[config.mk]
export PLATFORM = sky130hd
export DESIGN_NAME = tsp_queue
export DESIGN_NICKNAME = d
export VERILOG_FILES = /design/src/rtl/tsp_pkg.sv /design/src/rtl/tsp_queue.sv
export SDC_FILE = /design/constraint.sdc
export NUM_CORES = 1
export LEC_CHECK = 0
export ABC_AREA = 1
export BUFFER_PORTS_ARGS = -buffer_cell sky130_fd_sc_hd__buf_2
export CORE_ASPECT_RATIO = 1.25
export CORE_MARGIN = 3
export CORE_UTILIZATION = 58
export DETAILED_ROUTE_END_ITERATION = 16
export PLACE_DENSITY = 0.8
export SLEW_MARGIN = 20
export SYNTH_ARGS = -nofsm -noshare
export SYNTH_HDL_FRONTEND = slang
export SYNTH_SLANG_ARGS = --single-unit
[constraint.sdc]
create_clock -name clk_i -period 2.1 [get_ports clk_i]
set_clock_uncertainty 0.1 [all_clocks]
set_input_delay 0.525 -clock clk_i [delete_from_list [all_inputs] [get_ports clk_i]]
set_output_delay 0.525 -clock clk_i [all_outputs]
set_load 0.02 [all_outputs]
[src/rtl/tsp_pkg.sv]
// ----------------------------------------------------------------------------
// Shader token stream profiler package
// Types, constants and helper functions shared by the profiler modules.
// ----------------------------------------------------------------------------
package tsp_pkg;

  localparam int OPCODE_BINS  = 256;
  localparam int COUNTER_BITS = 32;
  localparam int BIN_W        = $clog2(OPCODE_BINS);
  localparam int QUEUE_DEPTH  = 4;
  localparam int QPTR_W       = $clog2(QUEUE_DEPTH);

  typedef logic [COUNTER_BITS-1:0] cnt_t;
  typedef logic [BIN_W-1:0]        bin_t;

  localparam logic [15:0] VERTEX_TYPE = 16'hFFFE;
  localparam logic [15:0] PIXEL_TYPE  = 16'hFFFF;
  localparam logic [31:0] END_TOKEN   = 32'h0000FFFF;
  localparam logic [15:0] COMMENT_OP  = 16'hFFFE;

  localparam logic CMD_TOKEN  = 1'b0;
  localparam logic CMD_READ   = 1'b1;
  localparam logic RK_SUMMARY = 1'b0;
  localparam logic RK_READ    = 1'b1;

  typedef enum logic [1:0] {
    PH_AWAIT,
    PH_WALK,
    PH_ENDED,
    PH_REJECT
  } phase_e;

  typedef enum logic [2:0] {
    CS_NONE,
    CS_HIST,
    CS_HIGH,
    CS_SHADER,
    CS_INSTR,
    CS_MAL,
    CS_FLOW,
    CS_CLASS
  } csel_e;

  typedef struct packed {
    logic       is_read;
    logic       has_result;
    csel_e      csel;
    logic [1:0] rd_class;
    bin_t       hist_addr;
    logic       inc_bin;
    logic       inc_high;
    logic       inc_instr;
    logic       inc_mal;
    logic       inc_class;
    logic [1:0] cls;
    logic       inc_shader;
    logic       inc_flowsh;
    logic       sum_rej;
    logic [1:0] sum_class;
    logic       sum_flow;
  } op_t;

  function automatic cnt_t sat_inc(input cnt_t v);
    cnt_t r;
    r = (v == '1) ? v : v + cnt_t'(1);
    return r;
  endfunction

  function automatic logic [31:0] clamp_out(input cnt_t v);
    logic [63:0] w;
    w = 64'(v);
    return (w > 64'h0000_0000_FFFF_FFFF) ? 32'hFFFF_FFFF : w[31:0];
  endfunction

  function automatic logic [1:0] classify(input logic [7:0] major, input logic [7:0] minor);
    logic [1:0] c;
    if (major <= 8'd1) begin
      c = 2'd0;
    end else if (major == 8'd2 && minor == 8'd0) begin
      c = 2'd1;
    end else if (major == 8'd2 &&
                 (minor == 8'h0A || minor == 8'h0B || minor >= 8'h80)) begin
      c = 2'd2;
    end else if (major >= 8'd3) begin
      c = 2'd3;
    end else begin
      c = 2'd1;
    end
    return c;
  endfunction

  function automatic logic is_flow(input logic [15:0] op);
    return op == 16'd25 || op == 16'd26 || op == 16'd27 || op == 16'd38 ||
           op == 16'd40 || op == 16'd41 || op == 16'd44 || op == 16'd45 ||
           op == 16'd96;
  endfunction

endpackage

[src/rtl/tsp_queue.sv]
// ----------------------------------------------------------------------------
// Shader token stream profiler op queue
// Short FIFO of counter ops between the front end and the back end.
// ----------------------------------------------------------------------------
module tsp_queue
  import tsp_pkg::*;
(
  input  logic clk_i,
  input  logic rst_ni,
  input  logic push_i,
  input  op_t  op_i,
  output logic full_o,
  output logic valid_o,
  output op_t  op_o,
  input  logic pop_i
);

  op_t               buf_q [QUEUE_DEPTH];
  logic [QPTR_W-1:0] wptr_q, rptr_q;
  logic [QPTR_W:0]   count_q;

  assign full_o  = (count_q == (QPTR_W+1)'(QUEUE_DEPTH));
  assign valid_o = (count_q != '0);
  assign op_o    = buf_q[rptr_q];

  always_ff @(posedge clk_i) begin
    if (push_i) begin
      buf_q[wptr_q] <= op_i;
    end
  end

  always_ff @(posedge clk_i or negedge rst_ni) begin
    if (!rst_ni) begin
      wptr_q  <= '0;
      rptr_q  <= '0;
      count_q <= '0;
    end else begin
      if (push_i) begin
        wptr_q <= wptr_q + QPTR_W'(1);
      end
      if (pop_i) begin
        rptr_q <= rptr_q + QPTR_W'(1);
      end
      if (push_i && !pop_i) begin
        count_q <= count_q + (QPTR_W+1)'(1);
      end else if (pop_i && !push_i) begin
        count_q <= count_q - (QPTR_W+1)'(1);
      end
    end
  end

endmodule

After elaboration in Yosys (flattened, before gate mapping)
Memory sizes are Yosys's and may differ from the RTL's. Index checks and enable logic that the tools add are counted.

Bits in registers: 7. RAM bits: 112. Input port bits: 32. Output and inout port bits: 30. Logic and storage cells: 19. Memories: 1.

Memory list: buf_q (depth 4, bits a word 28, read ports 1, clocked after memory_dff 0, wr ports 1, line tsp_queue.sv:18) `op_t buf_q [QUEUE_DEPTH];`.

Add/subtract/negate cells: 4. Equality and inequality tests: 1. Mux-type cells: 4. Reduce and logical (&&, ||, !) cells: 6.

Operators by type and width (count): $mux 3 (2); $add 2x1->2 const B (2); $add 3x1->3 const B (1); $eq 3x3->1 const B (1); $reduce_bool 3->1 (1); $sub 3x1->3 const B (1); $logic_and 1x1->1 (2); $logic_not 1->1 (2); $mux 1 (2); $reduce_bool 2->1 (1).

Logic depth before layout (Yosys ltp)
Depth after elaboration: 4. Depth in mapped cells: 9. Gate-level depth less buffers: 9.

Worst setup path before layout
OpenSTA, ideal clock, no wires.

Kind: input to register. Start: input push_i. End: memory buf_q[1][0] in the netlist's numbering, enable pin. Library setup time: 0.383 ns. Arrival time: 1.370 ns. Path slack: 0.247 ns. Stages: 3. Buffers on the path: 1. Cells stage by stage: clkbuf_1 > nand2_1 > inv_1.

Word-level cells in the longest chain between the ends: 2.

RTL lines: start: declaration (line tsp_queue.sv:10) `input logic push_i,`; $mux 1 (line tsp_queue.sv:27) `if (push_i) begin`; $mux 1 (not written as such) (line tsp_queue.sv:28) `buf_q[wptr_q] <= op_i;`; end: declaration (line tsp_queue.sv:18).

Every way passes these cells.

==> summary.md <==
| Metric | Value |
|---|---|
| Status | `complete, but fails checks` |
| Failing checks | `negative setup slack` |
| # IOs | `62` |
| Clock share of power | `0.262` |
| Die X | `89.4 µm` |
| Port bufs | `61` |
| Syn Nets | `414` |
| CP required | `1.47 ns` |
| First-pass GRT wire length | `15600 µm` |
| Avg WL per Cell | `18.3 µm` |
| Switching power of the nets | `0.00361 W` |
| Slew @ Worst Pin | `0.339 ns` |
| Post-synthesis sequential area ratio | `0.702` |
| Die H | `110 µm` |
| Antenna-violating nets left | `0` |
| Worst hold path type | `input pin to flop` |
| Switching share of power | `0.351` |
| Sequential Power Share | `0.327` |
| Ratio of final minimum period to clock period | `1.17` |
| Mapped Cells | `376` |
| Max Slew Vio Count | `0` |
| Avg Cell Area, Syn | `13.4 µm²` |
| Most common flop cell mapped by yosys | `edfxtp_1` |
| Worst path max stage delay | `0.57 ns` |
| Worst setup SP type | `flop` |
| CP Capture Type | `primary output` |
| Starting Density | `0.605` |
| Crit-path slowest cell | `dfrtp_4` |
| Final hold vios | `0` |
| Post-synth EDFFs | `112` |
| Die area | `9860 µm²` |
| Row count | `37` |
| Final Critical Period | `2.45 ns` |
| Initial DRT Pass Iterations | `4` |
| Crit path max-delay family | `flip-flops` |
| Final setup fails | `28` |
| WL final | `10400 µm` |
| Internal cell power | `0.00668 W` |
| Leak Pwr | `2.69 nW` |
| Initial DRC count | `236` |
| # fillers | `480` |
| Worst slew margin | `0.774` |
| H-Tree Level Count | `4` |
| Crit Path Class | `flop to primary output` |
| TNS Setup | `-7.84 ns` |
| Final GP Congestion | `0.700` |
| Pwr/cell area | `1620 nW/µm²` |
| Critical Path Fanout Max | `7` |
| Synth warnings | `0` |
| Num CTS Buffers | `17` |
| Async S/R FF share, synth | `0.0588` |
| Maximum clock insertion buffer count | `2` |
| GRT Total Usage | `0.227` |
| Hpwl dp | `5580 µm` |
| Critical Path Most Common Cell | `nand2_1` |
| Root buf cell | `clkbuf_8` |
| Synth cell types | `21` |
| Total number of clock tree sinks | `119` |
| Synth Cell Area | `5040 µm²` |
| N_diodes | `0` |
| FMAX | `409 MHz` |
| Worst EP arrival | `1.82 ns` |
| TritonCTS clock tree | `built` |
| CP bufs+invs | `3` |
| Gr ovfl total | `0` |
| Final worst setup slack | `-0.348 ns` |
| CP Cell Sequence | `buf_12, buf_16, nand2_1, o211ai_1, nand2_1, buf_6` |
| RSZ-0062 raised after global routing | `true` |
| Initial antenna violation count | `0` |
| Clk Latency, worst-skew pair | `0.52 ns` |
| Logic pwr share | `0.411` |
| Share of cells above drive strength 1 | `0.316` |
| Max-Cap Viols | `0` |
| Final nets | `495` |
| Vias per cell | `5.59` |
| Synth Register Bits | `119` |
| Design Power | `0.0103 W` |
| Vias in the first global route | `3198` |
| Max rail drop VDD | `0.979 mV` |
| Area growth from synthesis to layout | `26.1%` |
| Core Box Area | `8330 µm²` |
| Clock-pin slew reported for the worst setup and hold paths after clock tree synthesis | `0.05 ns` |
| Vias | `3163` |
| Largest net degree at the start of global routing | `30` |
| Drt drc | `0` |
[worst reg2reg max path: stages, from the launching register on]
cell and delay (ns):
dfrtp_1 0.40, inv_1 0.11, ha_1 0.15, nand2_1 0.05, inv_1 0.19, buf_12 0.24
[sequential cells by signal, indices dropped and copies added (netlist names)]
| name | cells |
|---|---|
| buf_q | 112 |
| wptr_q | 2 |
| count_q | 3 |
| rptr_q | 2 |
[what timing repair did]
action                                  CTS  global route
cloned                                    3             2
pin swaps                                 3            24
setup buffers                             3             0
endpoints found under the setup margin   28            28
hold buffers                              1             0
resized for setup                        16            33
endpoints found under the hold margin     7             0
[per-stage QoR]
step / area [µm²] / util / instances / hold slack [ns] / setup slack (ns)
floorplan: 5040 / - / 376 / 0.129 / 0.247
global placement: 5480 / 0.657 / 526 / 0.273 / 0.196
detailed placement: 5480 / 0.657 / 526 / 0.278 / 0.124
CTS: 6200 / 0.744 / 564 / 0.0901 / -0.315
global route: 6360 / 0.763 / 566 / 0.103 / -0.399
finish: 6360 / 0.763 / 566 / 0.110 / -0.348
[cell families (layout without fill, tap and decap cells)]
kind of cell / Yosys count / after routing / share of synthesized area
fa+ha+maj: 6 / 6 / 0.0164
flops: 119 / 119 / 0.702
compound gates: 57 / 57 / 0.115
simple gates: 102 / 102 / 0.0769
buf+inv: 88 / 181 / 0.0831
xor+xnor: 4 / 4 / 0.00695
[metal layers]
metal / global-route usage / vias to the layer above / wire length (µm)
met1: 0.247 / 1552 / 3780
met5: 0 / - / 0
met4: 0.119 / 0 / 396
met2: 0.373 / 122 / 5570
li1: - / 1452 / -
met3: 0.0959 / 37 / 629
[cells in the mapped netlist, drive strengths merged, types with 3 or more instances]
library cell	instances	area [µm²]
buf	19	160
dfrtp	7	175
edfxtp	112	3360
ha	5	62.6
inv	68	255
nand2	98	368
o211ai	56	576
xor2	3	26.3
[power groups by stage]
stage | registers [W] | clock network [W] | logic [W]
global placement | 0.00338 | 0 | 0.00323
finish | 0.00336 | 0.00269 | 0.00424
CTS | 0.00334 | 0.00272 | 0.00381
global route | 0.00340 | 0.00283 | 0.00454
floorplan | 0.00330 | 0 | 0.00246
detailed placement | 0.00341 | 0 | 0.00330
[cell type report]
| class | count | area [µm²] | share of cell area |
|---|---|---|---|
| clock buffers | 17 | 414 | 0.0651 |
| clock inverters | 14 | 140 | 0.0220 |
| inverters | 68 | 258 | 0.0405 |
| multi-input cells | 169 | 1110 | 0.175 |
| flip-flops and latches | 119 | 3540 | 0.557 |
| well taps | 97 | 121 | 0.0191 |
| repair buffers | 82 | 773 | 0.122 |
[final timing paths]
path,from,to,slack [ns],cells past startpoint
max,rptr_q[0],op_o[24],-0.35,6
min,op_i[23],buf_q[3][23],0.11,1
max reg2reg,wptr_q[1],buf_q[1][23],0.56,5
min reg2reg,count_q[2],count_q[2],0.40,2
max in group asynchronous,rst_ni,rptr_q[0],1.42,2
min in group asynchronous,rst_ni,rptr_q[1],0.29,2
[layout by cell type (no fill, tap or decap), types with 3 or more instances in the layout]
cell type and count:
buf_4 5, dfrtp_1 6, ha_1 5, inv_1 66, buf_6 20, buf_2 44
o211ai_1 25, xor2_1 3, o211ai_2 30, buf_12 6, clkinv_2 7, clkbuf_16 18
buf_16 4, bufinv_16 3, nand2_1 92, nand2_2 6, clkinv_1 4, edfxtp_1 112
Note: power is estimated with default switching activity, not from simulation.
