## src/rtl/tsp_pkg.sv

```systemverilog
// ----------------------------------------------------------------------------
// Shader token stream profiler package
// Types, constants and helper functions shared by the profiler modules.
// ----------------------------------------------------------------------------
package tsp_pkg;

  localparam int OPCODE_BINS  = 256;
  localparam int COUNTER_BITS = 32;
  localparam int BIN_W        = $clog2(OPCODE_BINS);
  localparam int QUEUE_DEPTH  = 4;
  localparam int QPTR_W       = $clog2(QUEUE_DEPTH);

  typedef logic [COUNTER_BITS-1:0] cnt_t;
  typedef logic [BIN_W-1:0]        bin_t;

  localparam logic [15:0] VERTEX_TYPE = 16'hFFFE;
  localparam logic [15:0] PIXEL_TYPE  = 16'hFFFF;
  localparam logic [31:0] END_TOKEN   = 32'h0000FFFF;
  localparam logic [15:0] COMMENT_OP  = 16'hFFFE;

  localparam logic CMD_TOKEN  = 1'b0;
  localparam logic CMD_READ   = 1'b1;
  localparam logic RK_SUMMARY = 1'b0;
  localparam logic RK_READ    = 1'b1;

  typedef enum logic [1:0] {
    PH_AWAIT,
    PH_WALK,
    PH_ENDED,
    PH_REJECT
  } phase_e;

  typedef enum logic [2:0] {
    CS_NONE,
    CS_HIST,
    CS_HIGH,
    CS_SHADER,
    CS_INSTR,
    CS_MAL,
    CS_FLOW,
    CS_CLASS
  } csel_e;

  typedef struct packed {
    logic       is_read;
    logic       has_result;
    csel_e      csel;
    logic [1:0] rd_class;
    bin_t       hist_addr;
    logic       inc_bin;
    logic       inc_high;
    logic       inc_instr;
    logic       inc_mal;
    logic       inc_class;
    logic [1:0] cls;
    logic       inc_shader;
    logic       inc_flowsh;
    logic       sum_rej;
    logic [1:0] sum_class;
    logic       sum_flow;
  } op_t;

  function automatic cnt_t sat_inc(input cnt_t v);
    cnt_t r;
    r = (v == '1) ? v : v + cnt_t'(1);
    return r;
  endfunction

  function automatic logic [31:0] clamp_out(input cnt_t v);
    logic [63:0] w;
    w = 64'(v);
    return (w > 64'h0000_0000_FFFF_FFFF) ? 32'hFFFF_FFFF : w[31:0];
  endfunction

  function automatic logic [1:0] classify(input logic [7:0] major, input logic [7:0] minor);
    logic [1:0] c;
    if (major <= 8'd1) begin
      c = 2'd0;
    end else if (major == 8'd2 && minor == 8'd0) begin
      c = 2'd1;
    end else if (major == 8'd2 &&
                 (minor == 8'h0A || minor == 8'h0B || minor >= 8'h80)) begin
      c = 2'd2;
    end else if (major >= 8'd3) begin
      c = 2'd3;
    end else begin
      c = 2'd1;
    end
    return c;
  endfunction

  function automatic logic is_flow(input logic [15:0] op);
    return op == 16'd25 || op == 16'd26 || op == 16'd27 || op == 16'd38 ||
           op == 16'd40 || op == 16'd41 || op == 16'd44 || op == 16'd45 ||
           op == 16'd96;
  endfunction

endpackage

```

## src/rtl/tsp_if.sv

```systemverilog
// ----------------------------------------------------------------------------
// Shader token stream profiler channels
// Valid/ready channels for token and command items and for result items.
// ----------------------------------------------------------------------------
interface tsp_in_if;
  logic        valid;
  logic        ready;
  logic        command;
  logic [31:0] token;
  logic        first_word;
  logic        last_word;
  logic [8:0]  counter_index;

  modport source(output valid, command, token, first_word, last_word, counter_index,
                 input ready);
  modport sink(input valid, command, token, first_word, last_word, counter_index,
               output ready);
endinterface


```

## src/rtl/tsp_front.sv

```systemverilog
// ----------------------------------------------------------------------------
// Shader token stream profiler front end
// Walks the token stream, classifies each item and emits one counter op.
// ----------------------------------------------------------------------------
module tsp_front
  import tsp_pkg::*;
(
  input  logic     clk_i,
  input  logic     rst_ni,
  input  logic     cfg_we_i,
  input  logic     cfg_wdata_i,
  tsp_in_if.sink   in_i,
  output logic     push_o,
  output op_t      op_o,
  input  logic     full_i
);

  phase_e      phase_q, phase_d;
  logic [14:0] skip_q, skip_d;
  logic        flow_q, flow_d;
  logic [1:0]  class_q, class_d;
  logic        kind_q;

  logic [15:0] op_code;
  logic [15:0] want_type;
  logic        take_tok;
  int          off;

  assign in_i.ready = !full_i;
  assign push_o     = in_i.valid && !full_i;
  assign take_tok   = push_o && (in_i.command == CMD_TOKEN);
  assign op_code    = in_i.token[15:0];
  assign want_type  = kind_q ? PIXEL_TYPE : VERTEX_TYPE;
  assign off        = int'(in_i.counter_index) - OPCODE_BINS;

  always_ff @(posedge clk_i or negedge rst_ni) begin
    if (!rst_ni) begin
      kind_q <= 1'b0;
    end else if (cfg_we_i) begin
      kind_q <= cfg_wdata_i;
    end
  end

  always_ff @(posedge clk_i or negedge rst_ni) begin
    if (!rst_ni) begin
      phase_q <= PH_AWAIT;
      skip_q  <= '0;
      flow_q  <= 1'b0;
      class_q <= '0;
    end else if (take_tok) begin
      phase_q <= phase_d;
      skip_q  <= skip_d;
      flow_q  <= flow_d;
      class_q <= class_d;
    end
  end

  always_comb begin
    phase_d = phase_q;
    skip_d  = skip_q;
    flow_d  = flow_q;
    class_d = class_q;
    op_o    = '0;
    op_o.csel = CS_NONE;

    if (in_i.command == CMD_READ) begin
      op_o.is_read    = 1'b1;
      op_o.has_result = 1'b1;
      if (int'(in_i.counter_index) < OPCODE_BINS) begin
        op_o.csel      = CS_HIST;
        op_o.hist_addr = bin_t'(in_i.counter_index);
      end else begin
        unique case (off)
          0:       op_o.csel = CS_HIGH;
          1:       op_o.csel = CS_SHADER;
          2:       op_o.csel = CS_INSTR;
          3:       op_o.csel = CS_MAL;
          4:       op_o.csel = CS_FLOW;
          5, 6, 7, 8: begin
            op_o.csel     = CS_CLASS;
            op_o.rd_class = 2'(off - 5);
          end
          default: op_o.csel = CS_NONE;
        endcase
      end
    end else begin
      if (in_i.first_word || phase_q == PH_AWAIT) begin
        skip_d  = '0;
        flow_d  = 1'b0;
        class_d = '0;
        if (in_i.token[31:16] != want_type) begin
          op_o.inc_mal = 1'b1;
          phase_d      = PH_REJECT;
        end else begin
          class_d        = classify(in_i.token[15:8], in_i.token[7:0]);
          op_o.inc_class = 1'b1;
          op_o.cls       = class_d;
          phase_d        = PH_WALK;
        end
      end else if (phase_q == PH_WALK) begin
        if (skip_q != '0) begin
          skip_d = skip_q - 15'd1;
        end else if (in_i.token == END_TOKEN) begin
          phase_d = PH_ENDED;
        end else if (op_code == COMMENT_OP) begin
          skip_d = in_i.token[30:16];
        end else begin
          if (int'(op_code) < OPCODE_BINS) begin
            op_o.inc_bin   = 1'b1;
            op_o.hist_addr = bin_t'(op_code);
          end else begin
            op_o.inc_high = 1'b1;
          end
          op_o.inc_instr = 1'b1;
          flow_d = flow_q || is_flow(op_code);
          skip_d = 15'(in_i.token[27:24]);
        end
      end

      if (in_i.last_word) begin
        op_o.has_result = 1'b1;
        if (phase_d == PH_REJECT) begin
          op_o.sum_rej = 1'b1;
        end else begin
          op_o.sum_class  = class_d;
          op_o.sum_flow   = flow_d;
          op_o.inc_shader = 1'b1;
          op_o.inc_flowsh = flow_d;
        end
        phase_d = PH_AWAIT;
        skip_d  = '0;
        flow_d  = 1'b0;
        class_d = '0;
      end
    end
  end

endmodule

```

## src/flat_wrapper.sv

```systemverilog
// flat-port wrapper written by rule: the top's interface ports become plain ports
module tsp_front_flat import tsp_pkg::*;
  (clk_i, rst_ni, cfg_we_i, cfg_wdata_i, push_o, op_o, full_i, in_i_valid, in_i_command, in_i_token, in_i_first_word, in_i_last_word, in_i_counter_index, in_i_ready);
  tsp_in_if in_i_i ();
  input  logic clk_i;
  input  logic rst_ni;
  input  logic cfg_we_i;
  input  logic cfg_wdata_i;
  output logic push_o;
  output op_t op_o;
  input  logic full_i;
  input wire logic [$bits(in_i_i.valid)-1:0] in_i_valid;
  input wire logic [$bits(in_i_i.command)-1:0] in_i_command;
  input wire logic [$bits(in_i_i.token)-1:0] in_i_token;
  input wire logic [$bits(in_i_i.first_word)-1:0] in_i_first_word;
  input wire logic [$bits(in_i_i.last_word)-1:0] in_i_last_word;
  input wire logic [$bits(in_i_i.counter_index)-1:0] in_i_counter_index;
  output wire logic [$bits(in_i_i.ready)-1:0] in_i_ready;
  assign in_i_i.valid = in_i_valid;
  assign in_i_i.command = in_i_command;
  assign in_i_i.token = in_i_token;
  assign in_i_i.first_word = in_i_first_word;
  assign in_i_i.last_word = in_i_last_word;
  assign in_i_i.counter_index = in_i_counter_index;
  assign in_i_ready = in_i_i.ready;
  tsp_front u_core (.clk_i(clk_i), .rst_ni(rst_ni), .cfg_we_i(cfg_we_i), .cfg_wdata_i(cfg_wdata_i), .in_i(in_i_i), .push_o(push_o), .op_o(op_o), .full_i(full_i));
endmodule
```

## config.mk

```make
export PLATFORM = sky130hd
export DESIGN_NAME = tsp_front_flat
export DESIGN_NICKNAME = d
export VERILOG_FILES = /design/src/rtl/tsp_pkg.sv /design/src/rtl/tsp_if.sv /design/src/rtl/tsp_front.sv /design/src/flat_wrapper.sv
export SDC_FILE = /design/constraint.sdc
export NUM_CORES = 1
export LEC_CHECK = 0
export ABC_AREA = 1
export BUFFER_PORTS_ARGS = -buffer_cell sky130_fd_sc_hd__buf_2
export CAP_MARGIN = 20
export CORE_MARGIN = 2
export CORE_UTILIZATION = 55
export CTS_CLUSTER_SIZE = 40
export DETAILED_ROUTE_END_ITERATION = 8
export PLACE_DENSITY = 0.87
export SETUP_SLACK_MARGIN = 0.15
export SLEW_MARGIN = 25
export SYNTH_ARGS = -nofsm -noshare
export SYNTH_HDL_FRONTEND = slang
export SYNTH_SLANG_ARGS = --single-unit
```

## constraint.sdc

```tcl
create_clock -name clk_i -period 3.3 [get_ports clk_i]
set_clock_uncertainty 0.05 [all_clocks]
set_input_delay 0.165 -clock clk_i [delete_from_list [all_inputs] [get_ports clk_i]]
set_output_delay 0.165 -clock clk_i [all_outputs]
set_load 0.05 [all_outputs]
```

# Word level (Yosys, flattened, before mapping)
# Cells that the tools add are included.
# totals
regBits	21
input_bits	50
word_cells	117
# classes
n_addsub	3
order_cmp	5
n_eq_ne	26
n_mux	52
bitwise	1
n_reduce_logical	25
# ops
op	count
32-bit by 3-bit == test with 1-bit output (second input constant)	4
15-bit two-way mux	6
16-bit by 6-bit == test with 1-bit output (second input constant)	5
32-bit by 2-bit == test with 1-bit output (second input constant)	2
11-bit two-way mux	5
16-bit by 5-bit == test with 1-bit output (second input constant)	3
2-bit two-way mux	17
32-bit by 1-bit == test with 1-bit output (second input constant)	1
32-bit by 16-bit == test with 1-bit output (second input constant)	1
32-bit by 4-bit == test with 1-bit output (second input constant)	1
32-bit zero test	1
3-bit one-hot mux with 6 select lines	1
16-bit == test (second input constant)	1
16-bit by 7-bit == test with 1-bit output (second input constant)	1
8-bit by 4-bit == test with 1-bit output (second input constant)	2
16-bit by 9-bit < comparator with 1-bit output (second input constant)	1
8-bit two-way mux	2
16-bit != test	1
15-bit nonzero test	1
15-bit by 1-bit subtractor with 15-bit output (second input constant)	1
1-bit two-way mux	13
13-bit two-way mux	1
1-bit logical OR	12
9-bit by 9-bit subtractor with 10-bit output (second input constant)	1
23 further kinds	28

# Depth between registers and ports, before layout
# depth
depth_word	18
depth_mapped	14

# Worst setup path before layout
# Ideal clock, no wire load.
# synth_path
kind	register -> output
startpoint	register u_core.skip_q[0]
endpoint	output op_o[4] (netlist bit)
arrival_ns	2.586
t_required_ns	3.085
path_slack_ns	0.499
stages_incl_launch_ff	14
path_cell_list	dfrtp_1 > inv_1 > ha_1 > nand2_2 > nor2_4 > nand3_4 > nor2_8 > nand2_2 > nand2_2 > nand3_1 > nand2_1 > nand2_1 > nor2_1 > buf_4
# synth_rtl
item	line_no	rtl
start, declared	tsp_front.sv:19	logic [14:0] skip_q, skip_d;
start signal, assigned	tsp_front.sv:52	skip_q <= skip_d;
end, declared	flat_wrapper.sv:10	output op_t op_o;

==> results.tsv <==
stage	metric	value	unit
yosys	ys_ff_latch	21	
worst_setup_path	critPathKind	reg -> out	
yosys	yosysTopAreaCellShare	22.7	%
yosys	ys_types	35	
floorplan	core_area	4030	um^2
yosys	ys_top_cells_by_area	dfrtp_1 (23%), nand2_1 (18%), nor2_1 (11%), inv_1 (8.8%), nand3_1 (5.8%)	
global_routing	grt_max_degree	30	
cts	cts_root_buf	clkbuf_8	
sta	slew_headroom	60.8	%
cts	postCtsSetupBuffers	0	
sta	layout_min_cycle_time	2.79	ns
yosys	yosys.area.top_type	dfrtp_1	
cts	cts_tree	done	
route	wl_per_cell	12.6	um
worst_setup_path	path_max_fanout	9	
sta	setup_viol	0	
cts	h-tree-depth	1	
route	drt-total-wl	6500	um
floorplan	io_pins	80	
route	first_iter_violations	286	
cts	clk_latency	0.27	ns
floorplan	num_rows	23	
route	drc	0	
yosys	synth_enable_flop_cells	0	
floorplan	fp.dieH	68.8	um
worst_setup_path	startpoint_type	register	
cts	max-clock-path-buffers	2	
place	portBuffers	79	
route	avgViaCountPerCell	5.34	
worst_setup_path	required	3.08	ns
pwr	total_power	2.04	mW
global_routing	grt_pass1_vias	2405	
sta	fin_hold_ws	0.0447	ns
yosys	synth_compound_area_share	12.7	%
pwr	p_sw_share	55.2	%
pwr	p_seq_share	20.0	%
yosys	syn_area_per_cell	5.93	um^2
pwr	leakage	1.50	nW
sta	hold_viol_final	0	
cells_and_area	final_util	68.8	%
cells_and_area	final_common_cell	nand2_1	
yosys	syn_nets	445	
worst_setup_path	worstSetupEndpointType	output pin	
route	dr.pass1.iters	5	
yosys	ys.flop_type	dfrtp_1	
cts	ctsResizeCount	0	
cells_and_area	final_cell_area	2770	um^2
route	drtAntennaViolNets	0	
flow_run	max-cap-violations	0	
pwr	pwr-share-clk	8.7	%
yosys	synth.area.mux_share	0	%
floorplan	start_util	57.4	%
floorplan	dieArea	4740	um^2
place	detailed_place.area	2720	um^2
pwr	p_per_area	737	nW/um^2
cts	clock_sinks	21	
yosys	synthCells	390	
hold_path	worstHoldPathType	in -> reg	
outcome	status	complete, no violations	
sta	tightest_slew	0.586	ns
yosys	synthArstFlopShare	100	%
yosys	synthAdderAreaFrac	2.71	%
yosys	synth-xor-area-share	4.17	%
pwr	pwr-share-comb	71.3	%
cells_and_area	layout_common_cells	nand2_1 (112), buf_2 (79), nor2_1 (66), inv_1 (54)	
sta	fin_tns_setup	0	ns
cells_and_area	layout-drive-gt1-share	23.8	%
yosys	synthSimpleGateAreaFrac	45.9	%
sta	period_share	84.5	%
cells_and_area	diodes	0	
worst_setup_path	reg2reg_slack	0.84	ns
cells_and_area	area_delta_synth_final	19.9	%
global_routing	overflow	0	
pwr	p_sw	1.13	mW
sta	fmax	359	MHz
yosys	ys_seq_area_share	22.7	%
cts	numCtsBuffers	3	
pwr	p_int	915	uW
worst_setup_path	cp.arrival	2.57	ns
yosys	syn-cell-area	2310	um^2
global_routing	antenna_found_initial	0	
route	vias	2756	
global_routing	grt_use_total	28.0	%
yosys	synth_top_family_by_area	simple AND/OR/NAND/NOR gates	
floorplan	die_w	68.8	um
pwr	peakVddDrop	0.470	mV
yosys	ys.warnings.count	0	
sta	grt_setup_unrepaired	no	
place	hpwlAfterDp	5230	um
global_routing	grt_pass1_wl	10200	um
place	gp_congestion	0.931	
cells_and_area	nets	522	
cts	path_clk_slew	0.08	ns
sta	drv_slew	0	
[cell usage after synthesis, drive strengths merged (4+ instances only)]
cell type,n
a21oi,8
buf,7
dfrtp,21
ha,5
inv,54
nand2,117
nand3,28
nand4,7
nor2,69
nor3,10
o21ai,39
or2,4
xnor2,4
xor2,7
[path summary, 6_finish.rpt]
path                                          startpoint                            end  cells after the start
max                         u_core.skip_q[0]$_DFFE_PN0P_                       op_o[20]                      9
min                                             cfg_we_i      u_core.kind_q$_DFFE_PN0P_                      2
max reg2reg                 u_core.skip_q[0]$_DFFE_PN0P_   u_core.skip_q[1]$_DFFE_PN0P_                     11
min reg2reg                u_core.class_q[1]$_DFFE_PN0P_  u_core.class_q[1]$_DFFE_PN0P_                      2
max in group asynchronous                         rst_ni  u_core.phase_q[1]$_DFFE_PN0P_                      2
min in group asynchronous                         rst_ni      u_core.kind_q$_DFFE_PN0P_                      2
[registers in the layout, summed over array words and instances (netlist names)]
signal          cells
u_core.flow_q       1
u_core.class_q      2
u_core.phase_q      2
u_core.kind_q       1
u_core.skip_q      15
[area by class of cell]
type,instances,area (um^2)
clock buffers,3,41.3
clock inverters,1,5.00
fillers,383,1260
inverters,54,203
multi-input cells,305,1510
flip-flops and latches,21,526
well taps,50,62.6
repair buffers,82,420
[power by group through the flow]
stage	logic (mW)	clock network (mW)	registers (mW)
4_1_cts	1.44	0.179	0.406
5_1_grt	1.61	0.189	0.419
2_1_floorplan	1.17	0	0.393
3_5_place_dp	1.43	0	0.411
6_report	1.46	0.178	0.409
3_3_place_gp	1.38	0	0.407
[stage by stage]
stage | worst slack, ns | std cells
2_1_floorplan | 0.499 | 390
3_3_place_gp | 0.957 | 511
3_5_place_dp | 0.847 | 511
4_1_cts | 0.548 | 516
5_1_grt | 0.279 | 516
6_report | 0.511 | 516
[timing repair]
item,in CTS,in global routing
endpoints found under the setup margin,0,0
hold buffers,1,0
hold endpoints to repair,21,0
[worst max-delay path, stage by stage (launching register included)]
cell     delay (ns)
dfrtp_1        0.39
inv_1          0.10
ha_1           0.20
nand2_2        0.11
nor2_4         0.21
nand4_2        0.30
nor4_4         0.51
nand2_1        0.11
o21ai_0        0.09
buf_2          0.29
[metal layers]
layer	wire length (um)	up-vias	share of wire (%)	GRT usage [%]
met5	0	-	0	0
met4	136	0	2.1	7.35
li1	-	1382	-	-
met3	425	19	6.5	4.87
met2	3110	113	48	48.9
met1	2830	1242	44	35.5
[logic make-up (layout without fill, tap and decap cells)]
kind of cell / Yosys count / in the layout
buffers and inverters: 64 / 140
AO/OA/AOI/OAI: 49 / 49
adder cells (fa/ha/maj): 5 / 5
XOR/XNOR: 11 / 11
AND/OR/NAND/NOR: 240 / 240
flip-flops: 21 / 21
(Power assumes the default switching activity.)
